**src/design/lsbse_pkg.sv**
```systemverilog
// ----------------------------------------------------------------------------
// lsbse_pkg
// Shared types and constants for the two-bit LSB embed / extract block.
// ----------------------------------------------------------------------------
package lsbse_pkg;

    // configuration register indexes
    localparam logic [1:0] CFG_MODE        = 2'd0;
    localparam logic [1:0] CFG_PAYLOAD_LEN = 2'd1;
    localparam logic [1:0] CFG_IMAGE_LEN   = 2'd2;

    localparam logic MODE_EMBED   = 1'b0;
    localparam logic MODE_EXTRACT = 1'b1;

    // stream layout positions
    localparam logic [31:0] HDR_LAST_POS  = 32'd15;
    localparam logic [31:0] DATA_START    = 32'd64;
    localparam logic [31:0] POS_MAX       = 32'hFFFF_FFFF;

    typedef struct packed {
        logic       length_error;
        logic       payload_last;
        logic       payload_valid;
        logic [7:0] payload_byte_out;
        logic [7:0] image_byte_out;
    } lsbse_result_t;

endpackage

```
**src/design/lsb_stego_embed_extract.sv**
```systemverilog
// ----------------------------------------------------------------------------
// lsb_stego_embed_extract
// Two-bit LSB steganography on an image byte stream, embed or extract.
// ----------------------------------------------------------------------------
// One image byte per item, one result per item. The whole per-byte work
// (bit-field merge or extract, position count, group compares) sits between
// the state registers and a single output register; the throughput is one
// item per clock whenever the output side takes results. In embed mode bytes
// 0-15 carry the 32-bit payload_length two bits at a time, bytes 16-63 pass
// through and from byte 64 each group of four bytes carries one payload byte
// (payload_byte is sampled on the first byte of a group). In extract mode the
// length is rebuilt from bytes 0-15, checked against image_length/4 on byte 15,
// and payload bytes are output on the fourth byte of each group.
// Configuration is to be written by the user only while no item is in flight;
// the block does not enforce this. tuser on the input marks image byte 0.
module lsb_stego_embed_extract (
    input  logic        clk,
    input  logic        rst_n,

    input  logic        cfg_wr_en,
    input  logic [1:0]  cfg_index,
    input  logic [31:0] cfg_data,

    input  logic        s_axis_tvalid,
    output logic        s_axis_tready,
    input  logic [15:0] s_axis_tdata,   // image_byte, payload_byte
    input  logic        s_axis_tuser,   // first_of_image

    output logic        m_axis_tvalid,
    input  logic        m_axis_tready,
    output logic [15:0] m_axis_tdata,   // image_byte_out, payload_byte_out
    output logic        m_axis_tlast,   // payload_last
    output logic [1:0]  m_axis_tuser    // payload_valid, length_error
);
    import lsbse_pkg::*;

    logic        mode_reg;
    logic [31:0] payload_len_reg;
    logic [31:0] image_len_reg;

    logic [31:0] pos_reg,  pos_next;
    logic [31:0] hdr_reg,  hdr_next;
    logic [7:0]  asm_reg,  asm_next;
    logic [7:0]  held_reg, held_next;
    logic        err_reg,  err_next;

    logic          out_valid_reg;
    lsbse_result_t out_reg, out_next;

    logic        accept;
    logic [7:0]  img;
    logic [7:0]  pay;
    logic [1:0]  pair;
    logic [31:0] pos;
    logic [31:0] hdr_cur;
    logic        err_cur;
    logic [31:0] rel;
    logic [29:0] grp;
    logic [1:0]  off;
    logic [31:0] start;
    logic [31:0] len;
    logic        used;
    logic        last_grp;
    logic [7:0]  held_cur;

    assign s_axis_tready = !out_valid_reg || m_axis_tready;
    assign accept        = s_axis_tvalid && s_axis_tready;

    assign img  = s_axis_tdata[7:0];
    assign pay  = s_axis_tdata[15:8];
    assign pair = img[1:0];

    // restart on the marked byte; header and error clear on byte 0
    assign pos     = s_axis_tuser ? '0 : pos_reg;
    assign hdr_cur = (pos == '0) ? '0 : hdr_reg;
    assign err_cur = (pos == '0) ? 1'b0 : err_reg;

    // group bookkeeping; start is the group base, a multiple of four
    assign rel      = pos - DATA_START;
    assign grp      = rel[31:2];
    assign off      = rel[1:0];
    assign start    = {pos[31:2], 2'b00};
    assign len      = (mode_reg == MODE_EMBED) ? payload_len_reg : hdr_reg;
    assign used     = ({2'b00, grp} < len) && (start < image_len_reg);
    assign last_grp = ({3'b000, grp} + 33'd1 == {1'b0, len})
                   || ({2'b00, start} + 34'd4 >= {2'b00, image_len_reg});
    assign held_cur = (off == 2'd0) ? pay : held_reg;

    always_comb
    begin
        hdr_next  = hdr_cur;
        err_next  = err_cur;
        asm_next  = asm_reg;
        held_next = held_reg;
        out_next  = '0;
        out_next.image_byte_out = img;

        if (pos[31:4] == '0) begin
            if (mode_reg == MODE_EMBED) begin
                out_next.image_byte_out =
                    {img[7:2], payload_len_reg[{pos[3:0], 1'b0} +: 2]};
            end else begin
                hdr_next = hdr_cur | (32'(pair) << {pos[3:0], 1'b0});
                if (pos == HDR_LAST_POS)
                    err_next = hdr_next > {2'b00, image_len_reg[31:2]};
            end
        end else if (pos >= DATA_START && used) begin
            if (mode_reg == MODE_EMBED) begin
                held_next = held_cur;
                out_next.image_byte_out = {img[7:2], held_cur[{off, 1'b0} +: 2]};
            end else if (!err_cur) begin
                if (off == 2'd0)
                    asm_next = {6'd0, pair};
                else
                    asm_next = asm_reg | (8'(pair) << {off, 1'b0});
                if (off == 2'd3) begin
                    out_next.payload_byte_out = asm_next;
                    out_next.payload_valid    = 1'b1;
                    out_next.payload_last     = last_grp;
                end
            end
        end

        out_next.length_error = (mode_reg == MODE_EXTRACT) ? err_next : 1'b0;
        pos_next = (pos == POS_MAX) ? pos : pos + 32'd1;
    end

    always_ff @(posedge clk or negedge rst_n)
    begin
        if (!rst_n) begin
            mode_reg        <= MODE_EMBED;
            payload_len_reg <= '0;
            image_len_reg   <= '0;
        end else if (cfg_wr_en) begin
            unique case (cfg_index)
                CFG_MODE:        mode_reg        <= cfg_data[0];
                CFG_PAYLOAD_LEN: payload_len_reg <= cfg_data;
                CFG_IMAGE_LEN:   image_len_reg   <= cfg_data;
                default:         ;
            endcase
        end
    end

    always_ff @(posedge clk or negedge rst_n)
    begin
        if (!rst_n) begin
            pos_reg  <= '0;
            hdr_reg  <= '0;
            asm_reg  <= '0;
            held_reg <= '0;
            err_reg  <= 1'b0;
        end else if (accept) begin
            pos_reg  <= pos_next;
            hdr_reg  <= hdr_next;
            asm_reg  <= asm_next;
            held_reg <= held_next;
            err_reg  <= err_next;
        end
    end

    always_ff @(posedge clk or negedge rst_n)
    begin
        if (!rst_n)
            out_valid_reg <= 1'b0;
        else if (accept)
            out_valid_reg <= 1'b1;
        else if (m_axis_tready)
            out_valid_reg <= 1'b0;
    end

    always_ff @(posedge clk)
    begin
        if (accept)
            out_reg <= out_next;
    end

    assign m_axis_tvalid = out_valid_reg;
    assign m_axis_tdata  = {out_reg.payload_byte_out, out_reg.image_byte_out};
    assign m_axis_tlast  = out_reg.payload_last;
    assign m_axis_tuser  = {out_reg.length_error, out_reg.payload_valid};

`ifndef SYNTHESIS
    a_last_needs_valid: assert property (@(posedge clk) disable iff (!rst_n)
        m_axis_tvalid && m_axis_tlast |-> m_axis_tuser[0])
        else $error("payload_last without payload_valid");

    a_idle_payload_zero: assert property (@(posedge clk) disable iff (!rst_n)
        m_axis_tvalid && !m_axis_tuser[0] |-> m_axis_tdata[15:8] == 8'd0)
        else $error("payload byte non-zero without payload_valid");

    a_pos_count: assert property (@(posedge clk) disable iff (!rst_n)
        accept && !s_axis_tuser && pos_reg != POS_MAX |=> pos_reg == $past(pos_reg) + 32'd1)
        else $error("byte position did not advance");

    a_restart_clears: assert property (@(posedge clk) disable iff (!rst_n)
        accept && s_axis_tuser |=> pos_reg == 32'd1 && !err_reg)
        else $error("restart did not reset position and error");
`endif

endmodule
```
**config.mk**
```make
export PLATFORM = sky130hd
export DESIGN_NAME = lsb_stego_embed_extract
export DESIGN_NICKNAME = d
export VERILOG_FILES = /design/src/design/lsbse_pkg.sv /design/src/design/lsb_stego_embed_extract.sv
export SDC_FILE = /design/constraint.sdc
export NUM_CORES = 1
export LEC_CHECK = 0
export ABC_AREA = 0
export CAP_MARGIN = 20
export CORE_MARGIN = 2
export CORE_UTILIZATION = 50
export DETAILED_ROUTE_END_ITERATION = 8
export DONT_BUFFER_PORTS = 1
export GPL_TIMING_DRIVEN = 0
export SLEW_MARGIN = 20
export SYNTH_ARGS = -nofsm -noshare
export SYNTH_HDL_FRONTEND = slang
export SYNTH_SLANG_ARGS = --single-unit
```
**constraint.sdc**
```tcl
create_clock -name clk -period 6.1 [get_ports clk]
set_input_delay 0.61 -clock clk [delete_from_list [all_inputs] [get_ports clk]]
set_output_delay 0.61 -clock clk [all_outputs]
set_load 0.03 [all_outputs]
```
# Word-level counts from Yosys, hierarchy flattened
# Index checks and enable logic that the tools add are counted.
[word_totals]
regBits = 166
inputBits = 56
output_inout_bits = 21
wordCells = 77
[classes]
add_sub_neg = 4
n_lt_le_gt_ge = 5
eq_ne = 6
shift = 4
mux = 19
bitwise_logic = 7
n_reduce_logical = 18
[op_table]
columns = ["op", "count"]
rows = [
  ["$mux 32", 6],
  ["$add 32x3->33 const B", 1],
  ["$ge 33x32->1", 1],
  ["$add 32x1->32 const B", 1],
  ["$eq 31x32->1", 1],
  ["$eq 32x32->1 const B", 1],
  ["$eq 32x4->1 const B", 1],
  ["$ge 32x7->1 const B", 1],
  ["$gt 32x30->1", 1],
  ["$logic_not 32->1", 1],
  ["$lt 30x32->1", 1],
  ["$lt 32x32->1", 1],
  ["$or 32x32->32", 1],
  ["$shiftx 32x6->2", 1],
  ["$shl 2x5->32", 1],
  ["$sub 32x7->32 const B", 1],
  ["$add 30x1->31 const B", 1],
  ["$logic_not 28->1", 1],
  ["$mux 8", 2],
  ["$mux 10", 1],
  ["$mux 2", 4],
  ["$or 8x8->8", 1],
  ["$shiftx 8x4->2", 1],
  ["$shl 2x3->8", 1],
  ["other kinds (14)", 30],
]

# Logic depth before layout (Yosys ltp)
# Gate-level depths: netlist (run 1).
[depth]
depth_word = 8
depth_mapped = 26
mapped_depth_nobuf = 20

# Worst setup path after synthesis (run 1)
# No wires, ideal clock.
[synth_timing]
kind = "input-to-reg"
startpoint = "input port s_axis_tuser"
endpoint = "register asm_reg[0]"
setup_time_ps = 135
t_arrival_ps = 5834
required_time_ps = 5965
path_slack_ps = 131
stages = 21
path_buffers = 10
cell_sequence = "clkbuf_1 > clkbuf_1 > buf_2 > clkbuf_1 > clkbuf_1 > buf_1 > clkbuf_1 > buf_1 > nor2b_1 > ha_1 > maj3_1 > o211a_1 > a221oi_1 > and4b_1 > or4b_2 > nor2_1 > and3_1 > clkbuf_1 > and2_1 > clkbuf_1 > a22oi_1"
[synth_between]
elab_chain_cells = 6
word_cells_on_any_way = 17
[synth_rtl]
columns = ["item", "line", "text"]
rows = [
  ["start: declaration", "lsb_stego_embed_extract.sv:27", "input logic s_axis_tuser,"],
  ["$mux 32 *", "lsb_stego_embed_extract.sv:74", "assign pos = s_axis_tuser ? '0 : pos_reg;"],
  ["$sub 32x7->32", "lsb_stego_embed_extract.sv:79", "assign rel = pos - DATA_START;"],
  ["$lt 30x32->1", "lsb_stego_embed_extract.sv:84", "assign used = ({2'b00, grp} < len) && (start < image_len_reg);"],
  ["$logic_and 1x1->1", "lsb_stego_embed_extract.sv:84", ""],
  ["$logic_and 1x1->1", "lsb_stego_embed_extract.sv:107", "end else if (pos >= DATA_START && used) begin"],
  ["$reduce_and 5->1 (no source line)", "-", ""],
  ["end signal: assignment", "lsb_stego_embed_extract.sv:155", "asm_reg <= asm_next;"],
  ["end: declaration", "lsb_stego_embed_extract.sv:43", "logic [7:0] asm_reg, asm_next;"],
]
# Every way passes the cells marked *; elsewhere a longest branch is shown, timed or not.
# A chain may end at the register's enable or synchronous reset.

# Worst setup path in the final report (run 1)
[layout_timing]
startpoint = "input port s_axis_tuser"
endpoint = "register out_reg, in the netlist m_axis_tlast, data pin"
[layout_between]
elab_chain_cells = 7
word_cells_on_any_way = 19
[layout_rtl]
columns = ["item", "line", "text"]
rows = [
  ["$mux 32 *", "lsb_stego_embed_extract.sv:74", ""],
  ["parallel branches: the longest is 6 deep, another holds $sub 32x7->32", "-", ""],
  ["end signal: assignment", "lsb_stego_embed_extract.sv:174", "out_reg <= out_next;"],
  ["end: declaration", "lsb_stego_embed_extract.sv:48", "lsbse_result_t out_reg, out_next;"],
]
# Mark *: on every way between the ends.

==> results.tsv, run 1 <==
metric	value	unit
remaining global-route overflow	0	
CP Launch Type	primary input	
Worst path most repeated cell	buf_4	
type of destination of the critical path	flip-flop	
Port-buffer cells	0	
ys flop type	dfrtp_1	
clock tree root driver cell	clkbuf_16	
share of cells above drive strength 1	12.0	%
vias in the first global route	11489	
clk_lat worst skew	0.45	ns
worst path cell trace	clkbuf_2 -> buf_6 -> buf_4 -> clkbuf_4 -> buf_4 -> buf_4 -> clkbuf_4 -> buf_4 -> nor2b_1 -> ha_1 -> maj3_1 -> o211a_1 -> a221oi_2 -> and4b_1 -> or4b_2 -> nor2_4 -> nand4_1 -> or4_1 -> o31ai_2	
maximum fanout along the worst path	10	
Mapped Area	13300	um2
IO Pins	77	
via count	11886	
minimum clock period	6.00	ns
syn_area_per_cell	9.12	um2
CP required	6.36	ns
CTS Sinks	166	
vias per inst	6.51	
Post-DRT Antenna Nets	0	
number of DRC markers after the initial detailed-route iteration	1596	
Synthesized Nets	1630	
Post-DP Area	13800	um2
count of final setup violators	0	
unrepaired setup endpoints after global routing	false	
first-pass detailed-route iteration total	8	
core area	26100	um2
Async S/R FF share, synth	88.6	%
failing checks	design-rule violations	
Slew @ Worst Pin	1.12	ns
Hold WC Path Type	in2async	
Seq cells post-synth	166	
Design Area, Final	14500	um2
Final Skew	0.0160	ns
ant diodes	0	
Die Wd	167	um
Slowest-stage cell, CP	or4b_2	
CP arrival	6.26	ns
Ys Warns	0	
Pwr per Cell Area	242	nW/um2
CTS tree	built	
area occupied by multi-input gates	8560	um2
FMAX	167	MHz
max_cap viols	0	
CTS buffer count	17	
Storage cell area	4250	um2
CP max stage delay	0.79	ns
Cells after Synth	1460	
Yosys cell types	79	
nets	1647	
Top delay family on crit path	buffers and inverters	
Hold Fails Final Rpt	0	
FILL cells	2513	
clk buf depth	2	
H-tree Lvls	4	
wire length per cell	26.2	um
Core Rows	59	
first-pass GRT wire length	72000	um
EDFF count, synth	19	
GP Congestion	0.986	
Post-DP HPWL	37300	um
drt drc	7	
Slew Limit Fails	0	
Starting Density	51.0	%
post-layout util	55.4	%
Peak supply drop	158	uV
clock-pin slew on the worst setup and hold paths	0.08	ns
initial antenna violation count	0	
crit path kind	in2reg	
DIE HEIGHT	167	um
Static Leak	6.27	nW
sequential cell area fraction in the yosys report	31.9	%
Die Area	28000	um2
Area Overhead vs Synth	8.65	%
Buf+Inv Stages, Crit Path	8	
Tcrit/Tclk final	98.4	%
status	complete, but fails checks	
Routed WL	47900	um
largest net degree at the start of global routing	148	
gr usage total	34.4	%
Slew HR	24.8	%
==> final timing paths <==
| path | slack (ns) | cells past startpoint | end | start |
|---|---|---|---|---|
| worst max register to register | 0.19 | 17 | m_axis_tlast | pos_reg[8] |
| worst min register to register | 0.50 | 2 | asm_reg[7] | asm_reg[7] |
| worst min-delay path | 0.03 | 1 | pos_reg[24] | rst_n |
| worst max-delay path | 0.1 | 19 | m_axis_tlast | s_axis_tuser |
| min in group clk | 0.25 | 0 | m_axis_tdata[7] | s_axis_tdata[7] |
| max in group asynchronous | 5.26 | 1 | payload_len_reg[31] | rst_n |
==> cell type report <==
cell class,count,area share (%)
Clock buffer,18,2.97
Sequential cell,166,29.4
Inverter,62,1.61
Timing Repair Buffer,3,0.432
Buffer,77,2.49
Clock inverter,14,1.04
Tap cell,335,2.90
Multi-Input combinational cell,1150,59.2
==> through the flow <==
stage / cells / hold slack (ns) / setup TNS [ns] / total power [mW] / setup WS, ns
2_1_floorplan: 1460 / 0.314 / 0 / 2.01 / 0.131
3_3_place_gp: 1795 / 0.319 / -102.10 / 2.32 / -3.16
3_5_place_dp: 1796 / 0.322 / -99.04 / 2.34 / -3.04
4_1_cts: 1825 / 0.208 / 0 / 3.48 / 0.00197
5_1_grt: 1825 / 0.133 / 0 / 3.64 / 0.0144
6_report: 1825 / 0.0269 / 0 / 3.50 / 0.0998
==> logic make-up (layout without fill, tap and decap cells) <==
family | count (synthesis) | after routing | synth area share (%)
AND/OR/NAND/NOR | 511 | 511 | 19.1
XOR/XNOR | 108 | 108 | 7.22
buffers and inverters | 144 | 174 | 4.23
multiplexers | 129 | 129 | 11.6
flip-flops | 166 | 166 | 31.9
AO/OA/AOI/OAI | 286 | 286 | 15.1
adder cells (fa/ha/maj) | 116 | 116 | 10.9
==> where the power goes <==
part	leakage, nW	switching [mW]	internal (mW)	total (mW)
Combinational	3.91	0.615	0.390	1.00
Sequential	2.08	0.146	1.23	1.38
Clock	0.285	0.569	0.550	1.12
==> repair_timing <==
action,in CTS,in global routing
cloned,0,0
pin swaps,1,0
hold buffers,1,0
endpoints found under the hold margin,147,0
resized for setup,27,23
endpoints found under the setup margin,49,23
setup buffers,1,0
==> cell usage in the layout, fill, tap and decap left out, types with 7 or more instances in the layout <==
cell	synthesis	final
a21o_1	35	35
a211oi_1	15	14
xnor2_1	65	65
edfxtp_1	19	19
mux4_2	12	12
nand2b_1	12	12
ha_1	114	112
a31oi_1	19	18
nand2_1	159	159
mux2_2	78	78
clkbuf_1	63	46
clkbuf_2	0	7
and3_1	21	19
mux2i_1	39	39
a21oi_1	41	41
nor4_1	9	9
nor2_1	90	87
nor2b_1	26	26
xor2_1	42	42
nand3_1	52	52
o21a_1	13	13
or3_1	11	11
o21ai_0	63	63
nor3_1	42	42
a22o_1	25	25
dfrtp_1	147	146
buf_2	6	8
nand4_1	43	43
and2_1	11	11
inv_1	62	62
clkbuf_16	0	17
==> synthesized netlist by cell type, types with 4 or more instances <==
master | count | share of area, %
xnor2_1 | 65 | 4.3
a2111oi_0 | 5 | 0.33
a21oi_1 | 41 | 1.5
nor3_1 | 42 | 1.6
nand3b_1 | 4 | 0.23
clkbuf_1 | 63 | 1.8
a211oi_1 | 15 | 0.85
nand2_1 | 159 | 4.5
ha_1 | 114 | 11
and3_1 | 21 | 0.99
a22o_1 | 25 | 1.6
inv_1 | 62 | 1.7
buf_1 | 11 | 0.31
nand3_1 | 52 | 2.0
o21ai_0 | 63 | 2.4
and2_1 | 11 | 0.52
or4_1 | 4 | 0.23
nor4_1 | 9 | 0.42
buf_2 | 6 | 0.23
mux2i_1 | 39 | 2.9
nor2b_1 | 26 | 1.2
o221ai_1 | 5 | 0.33
o21a_1 | 13 | 0.73
nand4_1 | 43 | 2.0
o211ai_1 | 6 | 0.34
nor2_1 | 90 | 2.5
a22oi_1 | 4 | 0.23
or2_2 | 5 | 0.23
nand4b_1 | 4 | 0.26
and4b_1 | 4 | 0.30
o31ai_1 | 7 | 0.39
a311oi_1 | 5 | 0.33
or3_1 | 11 | 0.52
a31oi_1 | 19 | 0.89
a221oi_1 | 5 | 0.33
xor2_1 | 42 | 2.8
mux4_2 | 12 | 2.0
dfrtp_1 | 147 | 28
nand2b_1 | 12 | 0.56
edfxtp_1 | 19 | 4.3
a21o_1 | 35 | 2.0
mux2_2 | 78 | 6.6
==> layer usage <==
metal  global-route usage [%]  wire length (um)  vias up
met5                        0                 0        -
met3                     6.12              4370       98
met4                     13.4              1830        0
met2                     53.1             21200      662
li1                         -                 -     5370
met1                     48.1             20400     5756
Power figures use the tool's default switching activity.
==> inputs of run 2 (changes only) <==
- ABC_AREA: 0 -> 1
- RECOVER_POWER: unset -> 25
==> results.tsv, run 2 <==
metric	value	unit	change
status	complete, but fails checks		
failing checks	max-capacitance violations, max-slew violations		
Slowest-stage cell, CP	clkbuf_1		
top cell type by total area after synthesis	dfrtp_1		
via count	14008		+18%
FMAX	170	MHz	+1.8%
CP Launch Type	primary input		
Cells after Synth	2021		+38%
Post-DP Area	14400	um2	+5.0%
first-pass detailed-route iteration total	6		-2
gr usage total	35.7	%	+1.3 points
first-pass GRT wire length	77200	um	+7.3%
commonest non-fill, non-tap cell in the layout	nand2_1		
Worst R2R End	m_axis_tuser[1]		
Synthesized Nets	2191		+34%
Post-DRT Antenna Nets	0		unchanged
CP required	6.41	ns	+0.05 ns
crit path kind	in2reg		
max_cap viols	1		+1
number of DRC markers after the initial detailed-route iteration	1513		-5.2%
Post-CTS Setup Inserts	0		-1
hold depth	0		
Async S/R FF share, synth	88.6	%	unchanged
Design Area, Final	15100	um2	+4.1%
CP max stage delay	0.58	ns	-0.21 ns
share of cells above drive strength 1	7.21	%	-4.8 points
type of destination of the critical path	flip-flop		
IO Pins	77		unchanged
ant diodes	0		unchanged
ys flop type	dfrtp_1		
Yosys cell types	57		-28%
syn_area_per_cell	6.91	um2	-24%
post-place setup slack	-0.301	ns	+2.74 ns
Tcrit/Tclk final	96.6	%	-1.8 points
Slew Limit Fails	148		+148
count of final setup violators	0		unchanged
remaining global-route overflow	0		unchanged
Worst Setup Slack, final	0.207	ns	+0.107 ns
Core Rows	61		+3.4%
R2R cell count	24		+7
Pwr per Cell Area	237	nW/um2	-2.1%
H-tree Lvls	4		unchanged
Peak supply drop	310	uV	+96%
Worst path most repeated cell	nand2_1		
vias in the first global route	13076		+14%
Hold Crit Start	s_axis_tdata[7]		
Die Wd	171	um	+2.4%
critical path depth	25		+6
Port-buffer cells	0		unchanged
DIE HEIGHT	171	um	+2.4%
Static Leak	7.47	nW	+19%
core area	27600	um2	+5.7%
Seq cells post-synth	166		unchanged
clock tree root driver cell	clkbuf_16		
Post-DP HPWL	41400	um	+11%
Buf+Inv Stages, Crit Path	8		unchanged
drt drc	0		-7
R2R Path Start	pos_reg[2]		
Top delay family on crit path	buffers and inverters		
CTS Sinks	166		unchanged
Routed WL	50900	um	+6.4%
area share of the largest cell type after synthesis	26.3	%	-1.3 points
clk buf depth	2		unchanged
Ys Warns	0		unchanged
most frequent cells in the layout	nand2_1 (564), inv_1 (245), o21ai_0 (185)		
FF-to-FF setup slack	0.21	ns	+0.02 ns
clk_lat worst skew	0.47	ns	+0.02 ns
EDFF count, synth	19		unchanged
wire length per cell	20.9	um	-20%
largest net degree at the start of global routing	148		unchanged
maximum fanout along the worst path	12		+2
clock-pin slew on the worst setup and hold paths	0.07	ns	about the same
most frequent cell after synthesis	nand2_1		
unrepaired setup endpoints after global routing	false		
Slew @ Worst Pin	3.88	ns	+2.76 ns
top cells by area, synth	dfrtp_1 (26%), nand2_1 (15%), ha_1 (10%)		
sequential cell area fraction in the yosys report	30.4	%	-1.5 points
Slew HR	-159	%	-180 points
vias per inst	5.76		-12%
CTS tree	built		
initial antenna violation count	1		+1
Die Area	29300	um2	+4.8%
CP arrival	6.21	ns	-0.05 ns
WHS Endpoint	m_axis_tdata[7]		
Mapped Area	14000	um2	+4.9%
leading cell types by count after synthesis	nand2_1 (564), inv_1 (245), o21ai_0 (185), nor2_1 (168), dfrtp_1 (147)		
minimum clock period	5.89	ns	-0.107 ns
Final Skew	0.0150	ns	-0.000990 ns
Hold Fails Final Rpt	0		unchanged
CTS buffer count	17		unchanged
WHS	0.242	ns	+0.216 ns
Area Overhead vs Synth	7.78	%	
FILL cells	2859		+14%
Hold WC Path Type	in2reg		
nets	2211		+34%
GP Congestion	1.00		+1.4%
Starting Density	50.6	%	-0.38 points
==> run 2: stage by stage <==
step / power (mW) / instances / TNS [ns] / util [%]
after detailed placement: 2.39 / 2399 / -0.301 / 52.3
final: 3.57 / 2432 / 0 / 54.5
after floorplan: 2.03 / 2021 / 0 / -
after CTS: 3.55 / 2432 / 0 / 54.6
after global routing: 3.75 / 2432 / 0 / 54.5
after global placement: 2.36 / 2399 / -0.335 / 52.3
==> run 2: timing repair <==
action | in CTS | in global routing
hold buffers | 1 | 0
resized for setup | 2 | 5
cloned | 0 | 0
endpoints found under the hold margin | 147 | 0
setup endpoints to repair | 1 | 1
==> run 2: kinds of logic after synthesis <==
group                      share of synthesized area, %
and+or+nand+nor                                    32.8
AOI/OAI and AO/OA                                  13.7
buffers and inverters                              8.85
DFF                                                30.4
adders and majority gates                          10.2
xor gates and xnor gates                           3.98
==> run 2: where the power goes <==
part | switching, mW | total, mW | leakage (nW) | internal, mW
sequential | 0.114 | 1.33 | 2.13 | 1.22
combinational | 0.766 | 1.09 | 5.05 | 0.327
clock | 0.531 | 1.14 | 0.284 | 0.613
total | 1.41 | 3.57 | 7.47 | 2.16
==> run 2: area by class of cell <==
class / instances / area (um2) / share of cell area, %
well taps: 378 / 473 / 3.14
clock buffers: 17 / 425 / 2.82
plain buffers: 51 / 255 / 1.69
repair buffers: 1 / 5.00 / 0.0332
clock inverters: 15 / 168 / 1.11
inverters: 260 / 988 / 6.56
multi-input cells: 1544 / 8500 / 56.4
flip-flops and latches: 166 / 4250 / 28.2
==> run 2: layer usage <==
metal	up-vias	track usage (%)	share of wire, %
met4	2	14.4	4.0
li1	6689	-	-
met5	-	0	0.016
met2	669	52.2	41
met1	6549	49.6	44
met3	99	9.83	10
==> run 2: worst max-delay path by stage <==
| stage | startpoint | to | slack (ns) |
|---|---|---|---|
| floorplan | s_axis_tuser | m_axis_tlast | 1.65 |
| global placement | s_axis_tuser | m_axis_tlast | -0.33 |
| detailed placement | s_axis_tuser | m_axis_tlast | -0.30 |
| CTS | pos_reg[3] | m_axis_tlast | 0.19 |
| global route | pos_reg[2] | m_axis_tuser[1] | 0.09 |
| finish | s_axis_tuser | m_axis_tuser[1] | 0.21 |
==> run 2: worst register-to-register path, delay by kind of cell (launching register included) <==
family                   cells  cell delay (ns)
buffers and inverters        7             2.10
AND/OR/NAND/NOR              9             1.42
AO/OA/AOI/OAI                6             1.15
adder cells (fa/ha/maj)      2             0.60
flip-flops                   1             0.47
==> inputs of run 3 (changes only) <==
- ABC_CLOCK_PERIOD_IN_PS: unset -> 6100
- CORE_MARGIN: 2 -> unset
==> results.tsv, run 3 (synthesized netlist as in run 2, its figures left out) <==
metric	value	unit	change
nets	2212		+0.045%
Buf+Inv Stages, Crit Path	4		-4
Peak supply drop	216	uV	-30%
Static Leak	7.49	nW	+0.35%
Die Wd	169	um	-1.2%
Starting Density	51.4	%	+0.84 points
Hold WC Path Type	in2reg		
DIE HEIGHT	169	um	-1.2%
H-tree Lvls	4		unchanged
Slew @ Worst Pin	3.85	ns	-0.0252 ns
Hold Fails Final Rpt	0		unchanged
minimum clock period	6.03	ns	+0.138 ns
Worst R2R End	m_axis_tlast		
Slowest-stage cell, CP	nor3_1		
Slew HR	-157	%	+1.7 points
CTS Sinks	166		unchanged
clock-pin slew on the worst setup and hold paths	0.07	ns	about the same
Post-DP Area	14500	um2	+0.13%
critical path depth	20		-20%
via count	14201		+1.4%
CTS buffer count	17		unchanged
total placed cells including tap cells	2394		-0.21%
WHS	0.253	ns	+0.0110 ns
Crit. Startpoint	pos_reg[3]		
status	complete, but fails checks		
CP required	6.30	ns	-0.11 ns
Tcrit/Tclk final	98.9	%	+2.3 points
maximum fanout along the worst path	12		unchanged
Post-DRT Antenna Nets	0		unchanged
FILL cells	2789		-2.4%
worst path cell trace	clkinv_1 -> nor2_4 -> clkbuf_2 -> ha_1 -> nand3_1 -> nor2_1 -> inv_1 -> nor2_1 -> inv_1 -> nor3_1 -> nand2_1 -> xor2_1 -> ha_1 -> nand2_1 -> nor2_1 -> nand3_1 -> nor2_1 -> a311o_1 -> a21oi_1 -> a21oi_2		
Top delay family on crit path	simple AND/OR/NAND/NOR gates		
Pwr per Cell Area	237	nW/um2	+0.20%
Final Skew	0.0118	ns	-0.00321 ns
first-pass detailed-route iteration total	8		+2
max_cap viols	1		unchanged
CP Launch Type	flip-flop		
initial antenna violation count	1		unchanged
count of final setup violators	0		unchanged
CP max stage delay	0.65	ns	+0.07 ns
clock tree root driver cell	clkbuf_16		
Routed WL	51500	um	+1.2%
core area	27200	um2	-1.6%
clk_lat worst skew	0.45	ns	-0.02 ns
largest net degree at the start of global routing	148		unchanged
ant diodes	0		unchanged
GP Congestion	0.975		-2.5%
first-pass GRT wire length	77800	um	+0.71%
IO Pins	77		unchanged
most frequent cells in the layout	nand2_1 (564), inv_1 (245), o21ai_0 (185)		
Die Area	28600	um2	-2.3%
remaining global-route overflow	0		unchanged
R2R Path Start	pos_reg[3]		
Post-DP HPWL	41400	um	+0.11%
CP arrival	6.23	ns	+0.02 ns
FMAX	166	MHz	-2.3%
Area Overhead vs Synth	8.05	%	
share of cells above drive strength 1	7.25	%	+0.045 points
type of destination of the critical path	flip-flop		
Core Rows	60		-1.6%
wire length per cell	21.2	um	+1.4%
failing checks	max-capacitance violations, max-slew violations		
Design Area, Final	15100	um2	+0.25%
number of DRC markers after the initial detailed-route iteration	1534		+1.4%
vias per inst	5.85		+1.6%
commonest non-fill, non-tap cell in the layout	nand2_1		
Storage cell area	4250	um2	unchanged
Total Power	3.59	mW	+0.45%
clk buf depth	2		unchanged
R2R cell count	20		-17%
gr usage total	36.7	%	+1.0 points
Worst path most repeated cell	nor2_1		
crit path kind	reg2reg		
drt drc	0		unchanged
Final Non-Filler Cells	2427		-0.21%
vias in the first global route	13288		+1.6%
post-layout util	55.6	%	+1.0 points
CTS tree	built		
FF-to-FF setup slack	0.07	ns	-0.14 ns
area occupied by multi-input gates	8510	um2	+0.10%
Slew Limit Fails	148		unchanged
crit path to	m_axis_tlast		
Port-buffer cells	0		unchanged
==> run 3: changes by cell type in the layout (fill, tap and decap cells not counted), sizes merged <==
cell	delta
inv	+3
buf	+1
bufinv	-1
clkinvlp	-4
clkinv	+2
==> run 3: worst min path at each step <==
stage / slack (ns) / end / start / cells past startpoint
global placement: 0.32 / pos_reg[31] / rst_n / 0
floorplan: 0.31 / asm_reg[0] / rst_n / 0
global route: 0.24 / m_axis_tdata[2] / s_axis_tdata[2] / 0
CTS: 0.18 / pos_reg[31] / rst_n / 1
detailed placement: 0.32 / pos_reg[31] / rst_n / 0
finish: 0.25 / m_axis_tdata[2] / s_axis_tdata[2] / 0
==> run 3: final cells by class <==
cell class                      instances  area share (%)
Buffer                                 51            1.70
Clock buffer                           17            2.82
Timing Repair Buffer                    2           0.215
Clock inverter                         15            1.19
Sequential cell                       166            28.1
Tap cell                              372            3.08
Inverter                              260            6.51
Multi-Input combinational cell       1544            56.3
==> run 3: worst reg2reg max path, stage by stage (launching register included) <==
cell	delay, ns
dfrtp_2	0.58
clkinv_1	0.36
nor2_4	0.42
clkbuf_2	0.40
ha_1	0.43
nand3_1	0.29
nor2_1	0.30
inv_1	0.07
nor2_1	0.31
inv_1	0.15
nor3_1	0.65
nand2_1	0.19
xor2_1	0.24
ha_1	0.28
nand2_1	0.07
nor2_1	0.05
nand3_1	0.14
nor2_1	0.06
a311o_1	0.39
a21oi_1	0.30
a21oi_2	0.09
==> run 3: what timing repair did <==
item | in CTS | in global routing
setup endpoints to repair | 1 | 2
pin swaps | 0 | 0
resized for setup | 4 | 6
hold endpoints to repair | 147 | 0
hold buffers | 1 | 0
buffers inserted | 0 | 0
==> run 3: per-stage QoR <==
| step | setup TNS, ns | setup slack (ns) |
|---|---|---|
| floorplan | 0 | 1.65 |
| global placement | -0.637 | -0.637 |
| detailed placement | -0.661 | -0.661 |
| CTS | 0 | 0.158 |
| global route | -0.0186 | -0.0186 |
| finish | 0 | 0.0688 |
==> run 3: power breakdown <==
| part | internal (mW) | switching [mW] | leakage (nW) |
|---|---|---|---|
| clock | 0.590 | 0.556 | 0.298 |
| sequential | 1.22 | 0.112 | 2.13 |
| combinational | 0.329 | 0.780 | 5.06 |
==> run 3: layer usage <==
layer / GRT usage, % / wire (um)
met5: 0 / 11
met4: 14.3 / 1960
met3: 8.33 / 4860
met2: 53.9 / 21600
met1: 52.0 / 23100
